$ cat config.mk
export PLATFORM = sky130hd
export DESIGN_NAME = pglf_ctrl
export DESIGN_NICKNAME = d
export VERILOG_FILES = /design/src/design/pglf_pkg.sv /design/src/design/pglf_ctrl.sv
export SDC_FILE = /design/constraint.sdc
export NUM_CORES = 1
export LEC_CHECK = 0
export ABC_AREA = 1
export BUFFER_PORTS_ARGS = -buffer_cell sky130_fd_sc_hd__buf_2
export CAP_MARGIN = 20
export CORE_MARGIN = 1
export CORE_UTILIZATION = 54
export DETAILED_ROUTE_END_ITERATION = 12
export HOLD_SLACK_MARGIN = 0.06
export PLACE_DENSITY = 0.87
export SYNTH_ARGS = -nofsm -noshare
export SYNTH_HDL_FRONTEND = slang
export SYNTH_SLANG_ARGS = --single-unit
export TNS_END_PERCENT = 5
$ cat constraint.sdc
create_clock -name clk_i -period 1.6 [get_ports clk_i]
set_clock_uncertainty 0.05 [all_clocks]
set_input_delay 0.24 -clock clk_i [delete_from_list [all_inputs] [get_ports clk_i]]
set_output_delay 0.24 -clock clk_i [all_outputs]
set_load 0.005 [all_outputs]
$ cat src/design/pglf_pkg.sv
package pglf_pkg;

  localparam int SLOTS    = 43200;
  localparam int SLOT_W   = 16;
  localparam int PRICE_W  = 32;
  localparam int DEN_W    = SLOT_W + 1;
  localparam int ENTRY_W  = 2 * PRICE_W + 1;
  localparam int CNT_W    = $clog2(PRICE_W + 1);
  localparam logic [PRICE_W-1:0] DEFAULT_PRICE_RESET = PRICE_W'(12000000);

  typedef enum logic [1:0] {
    MODE_CLEAR = 2'd0,
    MODE_WRITE = 2'd1,
    MODE_FILL  = 2'd2,
    MODE_READ  = 2'd3
  } mode_e;

  typedef enum logic [3:0] {
    CMD_NONE,
    CMD_CLR_INIT,
    CMD_CLR,
    CMD_WRITE,
    CMD_READ,
    CMD_SCAN_INIT,
    CMD_SCAN_RD,
    CMD_SCAN_CHK,
    CMD_RD_PREV,
    CMD_CAP_PREV,
    CMD_RD_NEXT,
    CMD_CAP_NEXT,
    CMD_SETUP,
    CMD_FILL_WR,
    CMD_RESUME
  } cmd_e;

  typedef struct packed {
    logic mark;
    logic in_gap;
    logic ptr_end;
    logic first_zero;
    logic last_end;
    logic interp;
    logic wr_last;
    logic div_busy;
  } status_t;

endpackage

$ cat src/design/pglf_ctrl.sv
module pglf_ctrl (
  input  logic               clk_i,
  input  logic               rst_ni,
  input  logic               start_i,
  input  logic [1:0]         mode_i,
  input  pglf_pkg::status_t  status_i,
  output pglf_pkg::cmd_e     cmd_o,
  output logic               rd_accept_o,
  output logic               busy_o,
  output logic               done_o
);

  typedef enum logic [12:0] {
    ST_IDLE = 13'b0000000000001,
    ST_CLR  = 13'b0000000000010,
    ST_SCAN = 13'b0000000000100,
    ST_SCHK = 13'b0000000001000,
    ST_RP   = 13'b0000000010000,
    ST_CP   = 13'b0000000100000,
    ST_RN   = 13'b0000001000000,
    ST_CN   = 13'b0000010000000,
    ST_SET  = 13'b0000100000000,
    ST_DIV  = 13'b0001000000000,
    ST_WR   = 13'b0010000000000,
    ST_GEND = 13'b0100000000000,
    ST_SPARE = 13'b1000000000000
  } state_e;

  state_e state_q, state_d;
  logic   done_q, done_d;
  logic   gap_found;

  assign gap_found = (status_i.in_gap && !status_i.mark) ||
                     (status_i.ptr_end && (status_i.in_gap || status_i.mark));

  always_comb begin
    state_d     = state_q;
    cmd_o       = pglf_pkg::CMD_NONE;
    done_d      = 1'b0;
    rd_accept_o = 1'b0;
    case (state_q)
      ST_IDLE: begin
        if (start_i) begin
          case (pglf_pkg::mode_e'(mode_i))
            pglf_pkg::MODE_CLEAR: begin
              cmd_o   = pglf_pkg::CMD_CLR_INIT;
              state_d = ST_CLR;
            end
            pglf_pkg::MODE_WRITE: begin
              cmd_o  = pglf_pkg::CMD_WRITE;
              done_d = 1'b1;
            end
            pglf_pkg::MODE_FILL: begin
              cmd_o   = pglf_pkg::CMD_SCAN_INIT;
              state_d = ST_SCAN;
            end
            default: begin
              cmd_o       = pglf_pkg::CMD_READ;
              rd_accept_o = 1'b1;
              done_d      = 1'b1;
            end
          endcase
        end
      end
      ST_CLR: begin
        cmd_o = pglf_pkg::CMD_CLR;
        if (status_i.ptr_end) begin
          done_d  = 1'b1;
          state_d = ST_IDLE;
        end
      end
      ST_SCAN: begin
        cmd_o   = pglf_pkg::CMD_SCAN_RD;
        state_d = ST_SCHK;
      end
      ST_SCHK: begin
        cmd_o = pglf_pkg::CMD_SCAN_CHK;
        if (gap_found) begin
          state_d = ST_RP;
        end else if (status_i.ptr_end) begin
          done_d  = 1'b1;
          state_d = ST_IDLE;
        end else begin
          state_d = ST_SCAN;
        end
      end
      ST_RP: begin
        if (status_i.first_zero) begin
          state_d = ST_RN;
        end else begin
          cmd_o   = pglf_pkg::CMD_RD_PREV;
          state_d = ST_CP;
        end
      end
      ST_CP: begin
        cmd_o   = pglf_pkg::CMD_CAP_PREV;
        state_d = ST_RN;
      end
      ST_RN: begin
        if (status_i.last_end) begin
          state_d = ST_SET;
        end else begin
          cmd_o   = pglf_pkg::CMD_RD_NEXT;
          state_d = ST_CN;
        end
      end
      ST_CN: begin
        cmd_o   = pglf_pkg::CMD_CAP_NEXT;
        state_d = ST_SET;
      end
      ST_SET: begin
        // whole day missing keeps the defaults
        if (status_i.first_zero && status_i.last_end) begin
          state_d = ST_GEND;
        end else begin
          cmd_o   = pglf_pkg::CMD_SETUP;
          state_d = ST_DIV;
        end
      end
      ST_DIV: begin
        if (!status_i.interp || !status_i.div_busy) begin
          state_d = ST_WR;
        end
      end
      ST_WR: begin
        cmd_o = pglf_pkg::CMD_FILL_WR;
        if (status_i.wr_last) begin
          state_d = ST_GEND;
        end
      end
      ST_GEND: begin
        cmd_o = pglf_pkg::CMD_RESUME;
        if (status_i.last_end) begin
          done_d  = 1'b1;
          state_d = ST_IDLE;
        end else begin
          state_d = ST_SCAN;
        end
      end
      default: state_d = ST_IDLE;
    endcase
  end

  always_ff @(posedge clk_i or negedge rst_ni) begin
    if (!rst_ni) begin
      state_q <= ST_IDLE;
      done_q  <= 1'b0;
    end else begin
      state_q <= state_d;
      done_q  <= done_d;
    end
  end

  assign busy_o = state_q != ST_IDLE;
  assign done_o = done_q;

endmodule

==> flow_metrics.tcl <==
set metrics [dict create \
    status "finished with violations" \
    violations "setup timing" \
    clkTransAtPathRegs_ns 0.08 \
    grt_pass1_vias 1005 \
    leakage_nw 0.772 \
    nFillCells 117 \
    whs_path_depth 2 \
    setup_viol 9 \
    cp-end-kind "output pin" \
    gr-total-overflow 0 \
    power_density_mw_per_mm2 1390 \
    die_h_um 45.8 \
    syn_area_per_cell_um2 7.05 \
    cts-root-buf "clkbuf_4" \
    vias 1211 \
    regArea_um2 328 \
    layout_common_cells "nand2_1, buf_2, inv_1, buf_4, nor2_1" \
    gp_congestion 0.922 \
    power.total_w 0.00194 \
    worstPathArrival_ns 1.72 \
    synth_nets 160 \
    grt_start_max_net_pins 14 \
    peakVddDrop_v 0.00103 \
    drt-total-wl_um 3170 \
    dr.max_layer_used "met4" \
    fin_util_pct 79.0 \
    cp.required_ns 1.31 \
    fin_ws_ns -0.408 \
    max_freq_mhz 498 \
    areaGrowthSynthToFinish_pct 34.5 \
    antenna_found_initial 0 \
    antennaDiodeCount 0 \
    grt_usage_pct 28.3 \
    critPathKind "flip-flop to output pin" \
    final_layout_size_suffix_gt1_share_pct 43.1 \
    wire_per_inst_um 14.9 \
    cts_htree_levels 1 \
    ant_nets 0 \
    placed_area_mm2 0.00125 \
    setup_tns_ns -2.04 \
    die_area_mm2 0.00210 \
    cts_tree "done" \
    slowest_stage "dfrtp_1" \
    ys_ff_latch 13 \
    io_pins 20 \
    slew_violations 0 \
    r2r_start "state_q[10]$_DFFE_PN0P_" \
    worst_pin_slew_ns 0.337 \
    clock-sinks 13 \
    fin_nets 202 \
    multiInputGateArea_um2 679 \
    synthesis.area_mm2 0.00104 \
    drt_iter0_markers 78 \
    finalInstanceArea_mm2 0.00139 \
    via_per_inst 5.69 \
    r2r_end "state_q[0]$_DFFE_PN1P_" \
    min-delay-start "status_i[4]" \
    fp-row-count 15 \
    worst_path_largest_cell_delay_ns 0.41 \
    initial_core_util_pct 58.7 \
    ys_types 26 \
    clockBufferDepth 2 \
    hold_viol_final 0 \
    ff2ff_setup_slack_ns -0.10 \
    route.met3.wl_um 265 \
    dpl.hpwl_um 1990 \
    grt_pass1_wl_um 4140 \
    hold_path.class "primary input to flip-flop" \
    synthCells 147 \
    route.detailed.drc 0 \
    die_w_um 45.8 \
    slew-limit-headroom_pct 77.5 \
    core_mm2 0.00176 \
    whs_endpoint "state_q[5]$_DFFE_PN0P_" \
    dpl.cell_count 203 \
    mostFrequentLayoutCell "nand2_1" \
    fin_crit_ns 2.01 \
    worstPathCellList "nor2_2 -> nand2_4 -> nor2_8 -> nand2_2 -> inv_2 -> nand3_1 -> o21ai_1 -> buf_2" \
    path_max_fanout 6 \
    clk-insertion-delay-late_ns 0.28 \
    cap_viol_max_count 0 \
    cts_made_buffers 3 \
    period_share_pct 125 \
    stdcell_count 213 \
    rsz0062_at_grt "yes" \
    r2r_cells 11 \
    wl_met1_um 1160 \
    io_buffers 19 \
    met2_length_um 1580 \
    drt-pass1-iter-count 5 \
    synth_warnings 0 \
    yosysSeqAreaShare_pct 31.5 \
    startpoint_type "flip-flop" \
]
[flip-flops by register name (all words and copies together) (netlist names)]
signal   count
done_o       1
state_q     12
[worst max-delay path, delay by kind of cell (launching register included)]
family / cells / cell delay, ns
simple gates: 5 / 0.64
compound gates: 1 / 0.15
flops: 1 / 0.41
buf+inv: 2 / 0.23
[per-layer routing]
layer	up-vias	track usage [%]
li1	550	-
met1	537	33.5
met2	100	52.0
met3	24	2.38
met4	0	11.2
met5	-	0
[kinds of logic (layout without fill, tap and decap cells)]
| family | Yosys count | in the layout | synth area share, % |
|---|---|---|---|
| AND/OR/NAND/NOR | 98 | 98 | 52.4 |
| flip-flops | 13 | 13 | 31.5 |
| buffers and inverters | 23 | 64 | 8.33 |
| AO/OA/AOI/OAI | 13 | 13 | 7.73 |
[what timing repair did]
| item | 4_1_cts | 5_1_grt |
|---|---|---|
| hold buffers | 1 | 0 |
| resized for setup | 5 | 14 |
| buffers inserted | 3 | 2 |
| endpoints found under the hold margin | 12 | 0 |
| pin swaps | 4 | 7 |
| endpoints found under the setup margin | 7 | 11 |
[cell type report]
| class | instances | area share, % |
|---|---|---|
| Inverter | 23 | 6.19 |
| Timing Repair Buffer | 37 | 17.4 |
| Clock buffer | 4 | 1.89 |
| Multi-Input combinational cell | 111 | 48.7 |
| Sequential cell | 13 | 23.5 |
| Tap cell | 25 | 2.24 |
[through the flow]
| step | setup WS (ns) | hold WS, ns |
|---|---|---|
| after floorplan | 0.118 | -0.106 |
| after CTS | -0.308 | 0.118 |
| after detailed placement | -0.0604 | 0.101 |
| after global placement | -0.00531 | 0.0910 |
| after global routing | -0.519 | 0.133 |
| final | -0.408 | 0.155 |
[report_power, final]
part           leakage, nW  internal [W]  switching (W)
Combinational        0.583      0.000568       0.000716
Clock               0.0150     0.0000966       0.000115
Sequential           0.174      0.000392      0.0000512
Total                0.772       0.00106       0.000882
[worst max-delay path by stage]
stage                       startpoint  endpoint  slack (ns)  cells past startpoint
2_1_floorplan   state_q[0]$_DFFE_PN1P_  cmd_o[1]        0.12                      6
3_3_place_gp   state_q[10]$_DFFE_PN0P_  cmd_o[3]      -0.005                      8
3_5_place_dp   state_q[10]$_DFFE_PN0P_  cmd_o[3]       -0.06                      8
4_1_cts         state_q[0]$_DFFE_PN1P_  cmd_o[1]       -0.31                      7
5_1_grt         state_q[4]$_DFFE_PN0P_  cmd_o[1]       -0.52                      8
6_report        state_q[4]$_DFFE_PN0P_  cmd_o[1]       -0.41                      8
[cells in the mapped netlist]
library cell,count,share of area (%)
a31o_2,1,0.85
o211ai_1,1,0.72
nor3_1,4,1.9
nor2_2,4,2.4
nor3_4,1,1.6
nor2_4,4,4.3
dfstp_2,1,2.5
nand2_1,42,15
nand2_4,4,4.3
o21ai_2,1,0.85
inv_2,4,1.4
nor2_8,2,3.9
dfrtp_1,12,29
nand3_1,10,4.8
nor3_2,2,1.9
nand2_2,3,1.8
inv_1,19,6.9
o21ai_0,2,0.97
nor2_1,17,6.2
nand3b_2,2,2.2
a21oi_1,2,0.97
nand4_1,2,1.2
and3_1,1,0.60
o21ai_1,4,1.9
o22ai_1,1,0.60
o2111ai_1,1,0.85
Power figures use the tool's default switching activity.
